## src/rtl/image_stripe_mean_corrector_macros.svh

```systemverilog
// Assertion macros shared by the stripe mean corrector RTL.
// Depends on signals clk and rst_n in the module that uses them.
`ifndef IMAGE_STRIPE_MEAN_CORRECTOR_MACROS_SVH
`define IMAGE_STRIPE_MEAN_CORRECTOR_MACROS_SVH

`ifndef NO_ASSERTIONS
// same-cycle implication
`define ISC_ASSERT_IMP(lbl, ante, cons, msg) \
    lbl: assert property (@(posedge clk) disable iff (!rst_n) (ante) |-> (cons)) \
        else $error(msg);
// next-cycle implication
`define ISC_ASSERT_NXT(lbl, ante, cons, msg) \
    lbl: assert property (@(posedge clk) disable iff (!rst_n) (ante) |=> (cons)) \
        else $error(msg);
`else
`define ISC_ASSERT_IMP(lbl, ante, cons, msg)
`define ISC_ASSERT_NXT(lbl, ante, cons, msg)
`endif

`endif

```

## src/rtl/isc_pkg.sv

```systemverilog
// Package for the stripe mean corrector: payload words, codes, state and
// command/status types. No dependencies.
`default_nettype none

package isc_pkg;

    localparam int PIX_FIELD_W    = 16;
    localparam int OUT_VALUE_W    = 32;
    localparam int CFG_DATA_W     = 9;
    localparam int CFG_IDX_W      = 2;
    localparam int DEF_MAX_ROWS   = 256;
    localparam int DEF_MAX_COLS   = 256;
    localparam int DEF_PIXEL_BITS = 16;

    localparam logic CMD_LOAD = 1'b0;
    localparam logic CMD_READ = 1'b1;

    typedef enum logic [CFG_IDX_W-1:0] {
        CFG_DIVIDE_MODE = 2'd0,
        CFG_ROW_STRIPES = 2'd1,
        CFG_ROWS_IN_USE = 2'd2,
        CFG_COLS_IN_USE = 2'd3
    } cfg_index_t;

    typedef struct packed {
        logic                   command;
        logic [PIX_FIELD_W-1:0] pixel_value;
        logic                   pixel_null;
    } isc_in_t;

    typedef struct packed {
        logic signed [OUT_VALUE_W-1:0] corrected_value;
        logic                          corrected_null;
        logic                          last_pixel;
    } isc_out_t;

    typedef enum logic [3:0] {
        S_CLEAR,
        S_IDLE,
        S_LOAD_UPD,
        S_MEAN_RD,
        S_MEAN_CHK,
        S_MEAN_WAIT,
        S_TOTAL,
        S_TOTAL_WAIT,
        S_READ_LAT,
        S_READ_DEC,
        S_READ_MUL,
        S_READ_DIV,
        S_READ_WAIT
    } isc_state_t;

    typedef enum logic {
        PH_LOAD,
        PH_READ
    } phase_t;

    typedef enum logic [1:0] {
        DIV_SRC_STRIPE,
        DIV_SRC_TOTAL,
        DIV_SRC_READ
    } div_src_t;

    typedef enum logic [1:0] {
        OUT_SRC_NULL,
        OUT_SRC_SUB,
        OUT_SRC_PASS,
        OUT_SRC_DIV
    } out_src_t;

    typedef struct packed {
        logic     idx_clr;
        logic     idx_inc;
        logic     sc_rd_idx;
        logic     sc_zero_wr;
        logic     load_acc;
        logic     load_upd;
        logic     avg_wr_zero;
        logic     avg_wr_div;
        logic     div_start;
        div_src_t div_sel;
        logic     total_wr;
        logic     read_acc;
        logic     read_lat;
        logic     read_mul;
        logic     out_load;
        out_src_t out_src;
        logic     accum_clr;
    } isc_cmd_t;

    typedef struct packed {
        logic load_last;
        logic read_last;
        logic idx_last_stripe;
        logic idx_last_clear;
        logic cnt_zero;
        logic tcnt_zero;
        logic div_done;
        logic div_busy;
        logic pix_null;
        logic sm_zero;
        logic out_full;
        logic divide_mode;
    } isc_status_t;

endpackage

`default_nettype wire

```

## src/rtl/isc_ctrl.sv

```systemverilog
// Controller state machine: sequences load, mean, readout and clearing pass.
// Depends on isc_pkg and the assertion macro header.
`default_nettype none
`include "image_stripe_mean_corrector_macros.svh"

module isc_ctrl
    import isc_pkg::*;
(
    input  logic        clk,
    input  logic        rst_n,
    input  logic        in_valid,
    input  logic        in_command,
    output logic        in_stall,
    input  isc_status_t status,
    output isc_cmd_t    cmd
);

    isc_state_t state_reg, state_next;
    phase_t     phase_reg, phase_next;
    logic       accept;

    assign in_stall = (state_reg != S_IDLE) || status.out_full;
    assign accept   = in_valid && !in_stall;

    always_ff @(posedge clk or negedge rst_n)
    begin
        if (!rst_n)
        begin
            state_reg <= S_CLEAR;
            phase_reg <= PH_LOAD;
        end
        else
        begin
            state_reg <= state_next;
            phase_reg <= phase_next;
        end
    end

    // next state and commands
    always_comb
    begin
        state_next = state_reg;
        phase_next = phase_reg;
        cmd        = '0;
        cmd.div_sel = DIV_SRC_STRIPE;
        cmd.out_src = OUT_SRC_NULL;
        unique case (state_reg)
            S_CLEAR:
            begin
                cmd.sc_zero_wr = 1'b1;
                if (status.idx_last_clear)
                begin
                    cmd.idx_clr = 1'b1;
                    state_next  = S_IDLE;
                end
                else
                begin
                    cmd.idx_inc = 1'b1;
                end
            end
            S_IDLE:
            begin
                if (accept)
                begin
                    if (in_command == CMD_LOAD && phase_reg == PH_LOAD)
                    begin
                        cmd.load_acc = 1'b1;
                        state_next   = S_LOAD_UPD;
                    end
                    else if (in_command == CMD_READ && phase_reg == PH_READ)
                    begin
                        cmd.read_acc = 1'b1;
                        state_next   = S_READ_LAT;
                    end
                end
            end
            S_LOAD_UPD:
            begin
                cmd.load_upd = 1'b1;
                if (status.load_last)
                begin
                    cmd.idx_clr = 1'b1;
                    state_next  = S_MEAN_RD;
                end
                else
                begin
                    state_next = S_IDLE;
                end
            end
            S_MEAN_RD:
            begin
                cmd.sc_rd_idx = 1'b1;
                state_next    = S_MEAN_CHK;
            end
            S_MEAN_CHK:
            begin
                // stripe entry is cleared for the next image as it is read
                cmd.sc_zero_wr = 1'b1;
                if (status.cnt_zero)
                begin
                    cmd.avg_wr_zero = 1'b1;
                    if (status.idx_last_stripe)
                    begin
                        state_next = S_TOTAL;
                    end
                    else
                    begin
                        cmd.idx_inc = 1'b1;
                        state_next  = S_MEAN_RD;
                    end
                end
                else
                begin
                    cmd.div_start = 1'b1;
                    cmd.div_sel   = DIV_SRC_STRIPE;
                    state_next    = S_MEAN_WAIT;
                end
            end
            S_MEAN_WAIT:
            begin
                if (status.div_done)
                begin
                    cmd.avg_wr_div = 1'b1;
                    if (status.idx_last_stripe)
                    begin
                        state_next = S_TOTAL;
                    end
                    else
                    begin
                        cmd.idx_inc = 1'b1;
                        state_next  = S_MEAN_RD;
                    end
                end
            end
            S_TOTAL:
            begin
                // empty image keeps the cleared global mean
                if (status.tcnt_zero)
                begin
                    phase_next = PH_READ;
                    state_next = S_IDLE;
                end
                else
                begin
                    cmd.div_start = 1'b1;
                    cmd.div_sel   = DIV_SRC_TOTAL;
                    state_next    = S_TOTAL_WAIT;
                end
            end
            S_TOTAL_WAIT:
            begin
                cmd.div_sel = DIV_SRC_TOTAL;
                if (status.div_done)
                begin
                    cmd.total_wr = 1'b1;
                    phase_next   = PH_READ;
                    state_next   = S_IDLE;
                end
            end
            S_READ_LAT:
            begin
                cmd.read_lat = 1'b1;
                state_next   = S_READ_DEC;
            end
            S_READ_DEC:
            begin
                if (status.pix_null || !status.divide_mode || status.sm_zero)
                begin
                    cmd.out_load = 1'b1;
                    if (status.pix_null)
                    begin
                        cmd.out_src = OUT_SRC_NULL;
                    end
                    else if (!status.divide_mode)
                    begin
                        cmd.out_src = OUT_SRC_SUB;
                    end
                    else
                    begin
                        cmd.out_src = OUT_SRC_PASS;
                    end
                    if (status.read_last)
                    begin
                        cmd.accum_clr = 1'b1;
                        phase_next    = PH_LOAD;
                    end
                    state_next = S_IDLE;
                end
                else
                begin
                    state_next = S_READ_MUL;
                end
            end
            S_READ_MUL:
            begin
                cmd.read_mul = 1'b1;
                state_next   = S_READ_DIV;
            end
            S_READ_DIV:
            begin
                cmd.div_start = 1'b1;
                cmd.div_sel   = DIV_SRC_READ;
                state_next    = S_READ_WAIT;
            end
            S_READ_WAIT:
            begin
                if (status.div_done)
                begin
                    cmd.out_load = 1'b1;
                    cmd.out_src  = OUT_SRC_DIV;
                    if (status.read_last)
                    begin
                        cmd.accum_clr = 1'b1;
                        phase_next    = PH_LOAD;
                    end
                    state_next = S_IDLE;
                end
            end
            default:
            begin
                state_next = S_IDLE;
            end
        endcase
    end

    `ISC_ASSERT_IMP(a_out_free, cmd.out_load, !status.out_full, "result loaded into full output register")
    `ISC_ASSERT_IMP(a_div_idle, cmd.div_start, !status.div_busy, "divider started while busy")
    `ISC_ASSERT_NXT(a_load_seq, cmd.load_acc, state_reg == S_LOAD_UPD && phase_reg == PH_LOAD, "load word not followed by update")

endmodule

`default_nettype wire

```

## config.mk

```make
export PLATFORM = sky130hd
export DESIGN_NAME = isc_ctrl
export DESIGN_NICKNAME = d
export VERILOG_FILES = /design/src/rtl/isc_pkg.sv /design/src/rtl/isc_ctrl.sv
export VERILOG_INCLUDE_DIRS = /design/src /design/src/rtl
export SDC_FILE = /design/constraint.sdc
export NUM_CORES = 1
export LEC_CHECK = 0
export ABC_AREA = 0
export ABC_CLOCK_PERIOD_IN_PS = 3250
export BUFFER_PORTS_ARGS = -buffer_cell sky130_fd_sc_hd__buf_2
export CAP_MARGIN = 20
export CORE_MARGIN = 2
export CORE_UTILIZATION = 45
export DETAILED_ROUTE_END_ITERATION = 16
export GPL_ROUTABILITY_DRIVEN = 0
export PLACE_DENSITY = 0.79
export SYNTH_ARGS = -nofsm -noshare
export SYNTH_HDL_FRONTEND = slang
export SYNTH_SLANG_ARGS = --single-unit
```

## constraint.sdc

```tcl
create_clock -name clk -period 3.25 [get_ports clk]
set_input_delay 0.65 -clock clk [delete_from_list [all_inputs] [get_ports clk]]
set_output_delay 0.65 -clock clk [all_outputs]
set_load 0.005 [all_outputs]
```

==> impl_metrics.csv, run 1 <==
group,metric,value,unit
placement,detailed_place_hpwl,1.39,mm
logic_synthesis,synth_ff_type,"sky130_fd_sc_hd__dfrtp_1",
global_routing,grt_max_degree,24,
logic_synthesis,mapped_cell_area,703,µm²
logic_synthesis,post-synth-top-area-fraction,0.178,
clocking,cts-buffers-inserted,3,
clocking,insertion_delay,0.24,ns
global_routing,grt_overflow,0,
floorplanning,io_pins,36,
detailed_routing,antenna_violating_nets_post_route,0,
detailed_routing,drt_first_pass_iters,4,
detailed_routing,dr_total_vias,838,
global_routing,met1_track_demand_over_resource_in_global_routing,0.282,
critical_path,worst_ep_arrival_time,1.90,ns
clocking,clockRootBuffer,"sky130_fd_sc_hd__clkbuf_4",
cells_and_area,fillCellCount,138,
sta,slew_violations,0,
logic_synthesis,post-synth-top-area-cell,"sky130_fd_sc_hd__dfrtp_1",
floorplanning,die_height,43.5,µm
global_routing,grt.total_usage,0.214,
critical_path,worst-endpoint-required,2.60,ns
sta,layout_worst_path_cycle_share,0.785,
detailed_routing,vias_per_cell,5.59,
clocking,cts.clk_slew.worst_paths,0.04,ns
sta,setup_violations,0,
sta,report.final.hold_viol_count,0,
cells_and_area,antenna_cells,0,
logic_synthesis,number_of_enable_type_register_cells_in_the_synthesized_netlist,0,
logic_synthesis,count_of_cell_types_in_the_netlist,36,
global_routing,met2_usage,0.334,
logic_synthesis,ys_async_rst_share,1.00,
placement,placedInstanceArea,852,µm²
detailed_routing,drtIter0Drc,13,
logic_synthesis,synth_area_leaders,"sky130_fd_sc_hd__dfrtp_1, sky130_fd_sc_hd__nor2_1, sky130_fd_sc_hd__a21oi_1",
floorplanning,floorplan.die.width,43.5,µm
cells_and_area,flip_flop_count_of_the_largest_register_all_copies_and_words_added,4,
sta,tightestPinTransition,0.589,ns
critical_path,setup.worst_path.class,"reg2out",
logic_synthesis,syn_avg_cell_area,6.89,µm²
detailed_routing,avgRoutedWirePerCell,12.5,µm
power,power.density,769,mW/mm²
sta,max_slew_margin,0.608,
logic_synthesis,synthesis.nets,120,
status,run_status,"completed",
flow_run,maxCapViolCount,0,
sta,final_layout_setup_total_negative_slack,0,ns
cells_and_area,final_design_area_no_fill,878,µm²
power,ir_worst_vdd,0.000516,V
cells_and_area,nets,153,
worst_hold_path,hp-class,"in2async",
floorplanning,rows,14,
placement,placement.io_buffers,34,
cells_and_area,layout_commonest_cell,"sky130_fd_sc_hd__buf_2",
sta,hold_slack,0.214,ns
detailed_routing,postRouteWirelength,1.88,mm
clocking,cts_repair_resize_count,0,
logic_synthesis,ys_ff_latch,5,
clocking,htree_num_levels,1,
power,share_comb_of_total_power,0.680,
cells_and_area,area_delta_synth_final,24.9,%
critical_path,critical_path.endpoint_type,"output port",
sta,grt_setup_unrepaired,"false",
clocking,cts_num_sinks,5,
sta,crit_path_time_final,2.55,ns
global_routing,via_count_of_the_first_global_routing_pass,765,
power,power_switching,338,µW
detailed_routing,drt_drc_violations_left,0,
global_routing,grtUsageMet3,0.0333,
power,pnr_total_power,675,µW
power,internal-power,337,µW
global_routing,grt_antenna_before_repair,0,
logic_synthesis,netlist_instances,102,
clocking,cts_buffer_depth,2,
power,switching_share,0.501,
floorplanning,start_util,0.472,
clocking,post_cts_setup_inserts,0,
cells_and_area,final_core_util,0.590,
power,power.share.sequential,0.218,
critical_path,timing.critical_path.fanout_max,20,
critical_path,crit_path_start_kind,"register",
global_routing,grt-busiest-layer,"met2",
power,clock_power_share,0.103,
floorplanning,floorplan.core_area,0.00149,mm²
sta,max_clock_freq,392,MHz
logic_synthesis,synth.yosys.warnings,0,
power,p_leak,0.000452,µW
global_routing,global_route_wire_length_before_repair,3.11,mm
cells_and_area,final_cell_mix,"sky130_fd_sc_hd__buf_2, sky130_fd_sc_hd__nor2_1, sky130_fd_sc_hd__nand2_1",
floorplanning,floorplan.die_area,0.00189,mm²
clocking,post_cts_hold_buffer_count,0,
sta,skew,0.00155,ns
logic_synthesis,yosysSeqAreaShare,0.178,
cells_and_area,final_layout_size_suffix_gt1_frac,0.328,
clocking,cts_tree,"yes",
==> path summary, 6_finish.rpt <==
check                                          from                        to  slack (ns)  cells after the start
max in group asynchronous                     rst_n  state_reg[1]$_DFFE_PN0P_        2.91                      1
max                        state_reg[1]$_DFFE_PN0P_                    cmd[6]        0.70                      5
min                                           rst_n  state_reg[0]$_DFFE_PN0P_        0.21                      1
min in group clk              phase_reg$_DFFE_PN0P_     phase_reg$_DFFE_PN0P_        0.60                      2
min reg2reg                   phase_reg$_DFFE_PN0P_     phase_reg$_DFFE_PN0P_        0.60                      2
max reg2reg                state_reg[1]$_DFFE_PN0P_  state_reg[3]$_DFFE_PN0P_        1.36                      5
==> worst max-delay path, stage by stage, from the launching register on <==
cell and delay (ns):
sky130_fd_sc_hd__dfrtp_1 0.59, sky130_fd_sc_hd__nand2b_1 0.33, sky130_fd_sc_hd__or2_1 0.31, sky130_fd_sc_hd__nor2_1 0.16
sky130_fd_sc_hd__and3_1 0.17, sky130_fd_sc_hd__buf_2 0.11
==> Yosys cell counts, drive strengths merged, types with 3 or more instances <==
| cell type | number |
|---|---|
| a21oi | 8 |
| and3 | 3 |
| buf | 5 |
| dfrtp | 5 |
| inv | 4 |
| mux2i | 3 |
| nand2 | 9 |
| nand2b | 5 |
| nor2 | 18 |
| nor3 | 4 |
| nor3b | 3 |
| o21ai | 11 |
==> per-stage QoR <==
step	instances	setup WS [ns]
floorplan	102	1.37
global placement	146	0.993
detailed placement	146	0.967
CTS	150	0.697
global route	150	0.520
finish	150	0.698
==> kinds of logic after synthesis <==
family                     after synthesis  synth area share
and+or+nand+nor                         54             0.400
buffers and inverters                   11            0.0907
AOI/OAI and AO/OA                       27             0.253
adders and majority gates                2            0.0356
DFF                                      5             0.178
muxes                                    3            0.0427
==> per-layer routing <==
layer	share of wire	vias to the layer above
li1	-	417
met4	0.015	0
met1	0.44	372
met3	0.070	4
met2	0.48	45
met5	0	-
==> area by class of cell <==
type | count | area, µm² | area share
clock buffer | 4 | 26.3 | 0.0299
inverter | 4 | 15.0 | 0.0171
multi-input combinational | 86 | 514 | 0.585
sequential | 5 | 125 | 0.142
tap | 16 | 20.0 | 0.0228
timing repair buffer | 35 | 178 | 0.202
==> power by group through the flow <==
stage / sequential (µW) / clock (µW) / combinational [µW]
2_1_floorplan: 106 / 0 / 395
3_3_place_gp: 142 / 0 / 443
3_5_place_dp: 144 / 0 / 452
4_1_cts: 143 / 73.3 / 455
5_1_grt: 152 / 78.6 / 513
6_report: 147 / 69.4 / 459
No activity file was read; power rests on OpenSTA's default activity.
==> run 2: changes to the inputs <==
--- a/config.mk
+++ b/config.mk
@@ -7,14 +7,14 @@
 export NUM_CORES = 1
 export LEC_CHECK = 0
 export ABC_AREA = 0
-export ABC_CLOCK_PERIOD_IN_PS = 3250
+export ABC_CLOCK_PERIOD_IN_PS = 2600
 export BUFFER_PORTS_ARGS = -buffer_cell sky130_fd_sc_hd__buf_2
 export CAP_MARGIN = 20
 export CORE_MARGIN = 2
-export CORE_UTILIZATION = 45
+export CORE_UTILIZATION = 44
 export DETAILED_ROUTE_END_ITERATION = 16
 export GPL_ROUTABILITY_DRIVEN = 0
-export PLACE_DENSITY = 0.79
+export PLACE_DENSITY = 0.78
 export SYNTH_ARGS = -nofsm -noshare
 export SYNTH_HDL_FRONTEND = slang
 export SYNTH_SLANG_ARGS = --single-unit
==> constraint.sdc (replaced) <==
create_clock -name clk -period 2.6 [get_ports clk]
set_input_delay 0.52 -clock clk [delete_from_list [all_inputs] [get_ports clk]]
set_output_delay 0.52 -clock clk [all_outputs]
set_load 0.005 [all_outputs]
==> run 2 against run 1 <==
Effect of this change:
- sequential cell count did not move
- non-clock buffer count rose by 1
- wire length fell by 2.3%
- critical path type unchanged
- first-iteration DRC count rose by 31%
- clock skew barely moved
- power rose by 24%
- sequential share of layout area fell by 0.12 points
==> impl_metrics.csv, run 2 (synthesis results as in run 1) <==
group,metric,value,unit
status,run_status,"completed",
critical_path,critical_path.endpoint_type,"output port",
cells_and_area,final_cell_mix,"sky130_fd_sc_hd__buf_2, sky130_fd_sc_hd__nor2_1, sky130_fd_sc_hd__nand2_1",
sta,grt_setup_unrepaired,"false",
global_routing,grt_max_degree,19,
cells_and_area,final_layout_size_suffix_gt1_frac,0.333,
sta,tightestPinTransition,0.385,ns
detailed_routing,dr_total_vias,848,
clocking,cts_buffer_depth,2,
placement,placement.io_buffers,34,
sta,max_slew_margin,0.744,
floorplanning,floorplan.die.width,44.0,µm
sta,final_layout_setup_total_negative_slack,0,ns
cells_and_area,nets,154,
global_routing,global_route_wire_length_before_repair,3.11,mm
floorplanning,rows,14,
clocking,post_cts_hold_buffer_count,0,
floorplanning,start_util,0.467,
sta,max_clock_freq,434,MHz
power,p_leak,0.000457,µW
clocking,htree_num_levels,1,
critical_path,timing.critical_path.fanout_max,12,
floorplanning,floorplan.die_area,0.00193,mm²
detailed_routing,drt_drc_violations_left,0,
clocking,cts.clk_slew.worst_paths,0.04,ns
flow_run,maxCapViolCount,0,
placement,total_placed_cells_including_tap_cells,147,
detailed_routing,vias_per_cell,5.62,
detailed_routing,drt_first_pass_iters,4,
global_routing,grt.total_usage,0.208,
critical_path,setup.worst_path.class,"reg2out",
sta,skew,0.00122,ns
detailed_routing,drtIter0Drc,17,
worst_hold_path,hp-class,"in2async",
critical_path,worst_ep_arrival_time,1.79,ns
global_routing,grt_antenna_before_repair,0,
sta,setup_violations,0,
cells_and_area,flip_flop_count_of_the_largest_register_all_copies_and_words_added,4,
sta,report.final.hold_viol_count,0,
detailed_routing,postRouteWirelength,1.83,mm
placement,detailed_place_hpwl,1.41,mm
detailed_routing,antenna_violating_nets_post_route,0,
floorplanning,die_height,44.0,µm
sta,crit_path_time_final,2.31,ns
cells_and_area,area_delta_synth_final,26.0,%
clocking,cts-buffers-inserted,3,
sta,hold_slack,0.0867,ns
clocking,cts_tree,"yes",
floorplanning,io_pins,36,
power,power.density,947,mW/mm²
clocking,post_cts_setup_inserts,0,
floorplanning,floorplan.core_area,0.00151,mm²
sta,slew_violations,0,
critical_path,worst-endpoint-required,2.08,ns
clocking,clockRootBuffer,"sky130_fd_sc_hd__clkbuf_4",
power,pnr_total_power,839,µW
critical_path,crit_path_start_kind,"register",
cells_and_area,antenna_cells,0,
clocking,cts_num_sinks,5,
power,ir_worst_vdd,0.000543,V
detailed_routing,avgRoutedWirePerCell,12.1,µm
global_routing,via_count_of_the_first_global_routing_pass,732,
sta,layout_worst_path_cycle_share,0.887,
cells_and_area,finish.cell_count_without_fillers,151,
clocking,cts_repair_resize_count,0,
cells_and_area,layout_commonest_cell,"sky130_fd_sc_hd__buf_2",
global_routing,grt_overflow,0,
clocking,insertion_delay,0.23,ns
[run 2: worst paths after layout]
path                                     startpoint                  endpoint  slack (ns)  cells past startpoint
hold / removal                                rst_n     phase_reg$_DFFE_PN0P_        0.09                      1
max in group asynchronous                     rst_n  state_reg[3]$_DFFE_PN0P_        2.39                      1
min in group clk              phase_reg$_DFFE_PN0P_     phase_reg$_DFFE_PN0P_        0.55                      2
setup reg to reg           state_reg[3]$_DFFE_PN0P_  state_reg[3]$_DFFE_PN0P_        0.83                      5
setup / recovery           state_reg[3]$_DFFE_PN0P_                    cmd[6]        0.29                      5
hold reg to reg               phase_reg$_DFFE_PN0P_     phase_reg$_DFFE_PN0P_        0.55                      2
[run 2: critical path, cell delays in order, from the launching register on]
cell	delay (ns)
sky130_fd_sc_hd__dfrtp_1	0.51
sky130_fd_sc_hd__or2_4	0.31
sky130_fd_sc_hd__or2_1	0.29
sky130_fd_sc_hd__nor2_1	0.16
sky130_fd_sc_hd__and3_1	0.17
sky130_fd_sc_hd__buf_2	0.11
[run 2: cell type report]
type	instances	area [µm²]
Clock buffer	4	26.3
Fill cell	138	621
Inverter	4	15.0
Multi-Input combinational cell	86	514
Sequential cell	5	125
Tap cell	16	20.0
Timing Repair Buffer	36	185
[run 2: where the power goes]
| group | switching (µW) | internal, µW | leakage [µW] |
|---|---|---|---|
| registers | 70.1 | 112 | 0.0000612 |
| logic | 315 | 256 | 0.000381 |
| clock network | 27.1 | 57.7 | 0.0000150 |
[run 2: per-stage QoR]
stage / utilization / instance area [µm²] / worst slack (ns)
3_3_place_gp: 0.571 / 860 / 0.587
3_5_place_dp: 0.571 / 860 / 0.553
5_1_grt: 0.588 / 886 / 0.177
6_report: 0.588 / 886 / 0.295
4_1_cts: 0.588 / 886 / 0.293
2_1_floorplan: - / 703 / 0.849
[run 2: routing by layer]
layer | GRT usage | up-vias | share of wire
li1 | - | 427 | -
met1 | 0.272 | 383 | 0.40
met2 | 0.344 | 36 | 0.51
met3 | 0.0292 | 2 | 0.081
met4 | 0.0788 | 0 | 0.0065
met5 | 0 | - | 0
==> run 3: changes to the inputs <==
--- a/config.mk
+++ b/config.mk
@@ -11,10 +11,11 @@
 export BUFFER_PORTS_ARGS = -buffer_cell sky130_fd_sc_hd__buf_2
 export CAP_MARGIN = 20
 export CORE_MARGIN = 2
-export CORE_UTILIZATION = 44
+export CORE_UTILIZATION = 45
+export CTS_BUF_LIST = sky130_fd_sc_hd__clkbuf_8
 export DETAILED_ROUTE_END_ITERATION = 16
 export GPL_ROUTABILITY_DRIVEN = 0
-export PLACE_DENSITY = 0.78
+export PLACE_DENSITY = 0.79
 export SYNTH_ARGS = -nofsm -noshare
 export SYNTH_HDL_FRONTEND = slang
 export SYNTH_SLANG_ARGS = --single-unit
==> run 3 against run 2 <==
Effect of this change:
- worst setup slack better by 0.016 ns
- largest power group unchanged
- non-clock buffer count is the same
- critical path type unchanged
- critical endpoint unchanged
- sequential cell count stayed put
- first-iteration DRC count fell by 24%
- design area grew 2.1%
- global-route usage up 1.1 points
- highest routed layer unchanged
==> impl_metrics.csv, run 3 (synthesis results as in run 1) <==
group,metric,value,unit
global_routing,grt_max_degree,17,
critical_path,crit-reg2reg-capture,"state_reg[3]$_DFFE_PN0P_",
floorplanning,io_pins,36,
floorplanning,start_util,0.472,
sta,layout_worst_path_cycle_share,0.881,
sta,hold_slack,0.107,ns
power,p_leak,0.000469,µW
detailed_routing,drtIter0Drc,13,
sta,setup_violations,0,
global_routing,grt.total_usage,0.219,
global_routing,grt_antenna_before_repair,0,
clocking,cts_tree,"yes",
clocking,cts-buffers-inserted,3,
cells_and_area,final_layout_size_suffix_gt1_frac,0.333,
critical_path,reg2reg_from,"state_reg[2]$_DFFE_PN0P_",
cells_and_area,final_core_util,0.608,
critical_path,r2r_setup_slack,0.83,ns
clocking,cts_buffer_depth,2,
clocking,post_cts_hold_buffer_count,0,
sta,final_layout_setup_total_negative_slack,0,ns
status,run_status,"completed",
flow_run,maxCapViolCount,0,
power,power.density,989,mW/mm²
critical_path,critical_path_buf_inv_count,1,
floorplanning,floorplan.die_area,0.00189,mm²
cells_and_area,flip_flop_count_of_the_largest_register_all_copies_and_words_added,4,
clocking,htree_num_levels,1,
clocking,insertion_delay,0.22,ns
critical_path,cp_slowest_cell,"sky130_fd_sc_hd__dfrtp_1",
clocking,clockRootBuffer,"sky130_fd_sc_hd__clkbuf_8",
sta,max_slew_margin,0.754,
power,pnr_total_power,895,µW
power,ir_worst_vdd,0.000842,V
cells_and_area,fillCellCount,147,
placement,placement.io_buffers,34,
clocking,cts.clk_slew.worst_paths,0.03,ns
detailed_routing,postRouteWirelength,1.89,mm
cells_and_area,total_area_of_multi_input_combinational_cells,514,µm²
critical_path,worst_ep_arrival_time,1.77,ns
cells_and_area,nets,154,
critical_path,path_delay_family,"simple AND/OR/NAND/NOR gates",
sta,grt_setup_unrepaired,"false",
clocking,cts_num_sinks,5,
placement,placedInstanceArea,860,µm²
cells_and_area,layout_commonest_cell,"sky130_fd_sc_hd__buf_2",
sta,slew_violations,0,
detailed_routing,drt_first_pass_iters,4,
critical_path,setup.worst_path.class,"reg2out",
floorplanning,rows,14,
global_routing,via_count_of_the_first_global_routing_pass,780,
worst_hold_path,hp-class,"in2async",
floorplanning,floorplan.die.width,43.5,µm
clocking,post_cts_setup_inserts,0,
sta,skew,0.00109,ns
sta,max_clock_freq,437,MHz
critical_path,critical_path.endpoint_type,"output port",
global_routing,grt_overflow,0,
placement,detailed_place_hpwl,1.48,mm
cells_and_area,area_delta_synth_final,28.6,%
detailed_routing,drt_drc_violations_left,0,
critical_path,rr_worst_depth,5,
clocking,cts_repair_resize_count,0,
critical_path,worst_path_largest_cell_delay,0.50,ns
floorplanning,floorplan.core_area,0.00149,mm²
cells_and_area,ff_latch_area,125,µm²
sta,report.final.hold_viol_count,0,
detailed_routing,avgRoutedWirePerCell,12.5,µm
critical_path,crit_path_start_kind,"register",
detailed_routing,dr_total_vias,873,
critical_path,critical_path.cell_chain,"or2_4, or2_1, nor2_1, and3_1, buf_2",
cells_and_area,final_cell_mix,"sky130_fd_sc_hd__buf_2, sky130_fd_sc_hd__nor2_1, sky130_fd_sc_hd__nand2_1",
cells_and_area,antenna_cells,0,
sta,crit_path_time_final,2.29,ns
detailed_routing,vias_per_cell,5.78,
floorplanning,die_height,43.5,µm
critical_path,worst-endpoint-required,2.08,ns
cells_and_area,final_design_area_no_fill,905,µm²
global_routing,global_route_wire_length_before_repair,3.17,mm
critical_path,timing.critical_path.fanout_max,12,
sta,tightestPinTransition,0.369,ns
detailed_routing,antenna_violating_nets_post_route,0,
critical_path,timing.critical_path.depth,5,
run 3: worst reg2reg max path: cells and delay by family (launching register included):
| kind | cells | cell delay (ns) |
|---|---|---|
| DFF | 1 | 0.50 |
| and+or+nand+nor | 3 | 0.95 |
| AOI/OAI and AO/OA | 2 | 0.20 |
run 3: how the worst max path moves through the flow:
stage	from	to	slack, ns
after floorplan	state_reg[3]$_DFFE_PN0P_	cmd[2]	0.85
after global placement	state_reg[2]$_DFFE_PN0P_	cmd[6]	0.59
after detailed placement	state_reg[2]$_DFFE_PN0P_	cmd[6]	0.57
after CTS	state_reg[2]$_DFFE_PN0P_	cmd[6]	0.33
after global routing	state_reg[3]$_DFFE_PN0P_	cmd[6]	0.19
final	state_reg[2]$_DFFE_PN0P_	cmd[6]	0.31
run 3: area by class of cell:
cell class | instances | area share
inverter | 4 | 0.0166
clock buffer | 3 | 0.0456
tap | 16 | 0.0221
multi-input combinational | 86 | 0.568
clock inverter | 1 | 0.00415
sequential | 5 | 0.138
timing repair buffer | 36 | 0.205
run 3: metal layers:
metal | GRT usage | up-vias | part of all wire
li1 | - | 420 | -
met1 | 0.264 | 408 | 0.39
met2 | 0.361 | 43 | 0.51
met3 | 0.0542 | 2 | 0.087
met4 | 0.109 | 0 | 0.0069
met5 | 0 | - | 0
run 3: power breakdown:
group	leakage [µW]	total (µW)	internal [µW]	switching, µW
sequential	0.0000612	186	112	74.4
clock	0.0000269	134	101	33.4
combinational	0.000381	574	256	318
run 3: stage by stage:
stage	setup slack [ns]	instances
final	0.311	151
after global routing	0.190	151
after CTS	0.327	151
after detailed placement	0.566	147
after global placement	0.586	147
after floorplan	0.849	102
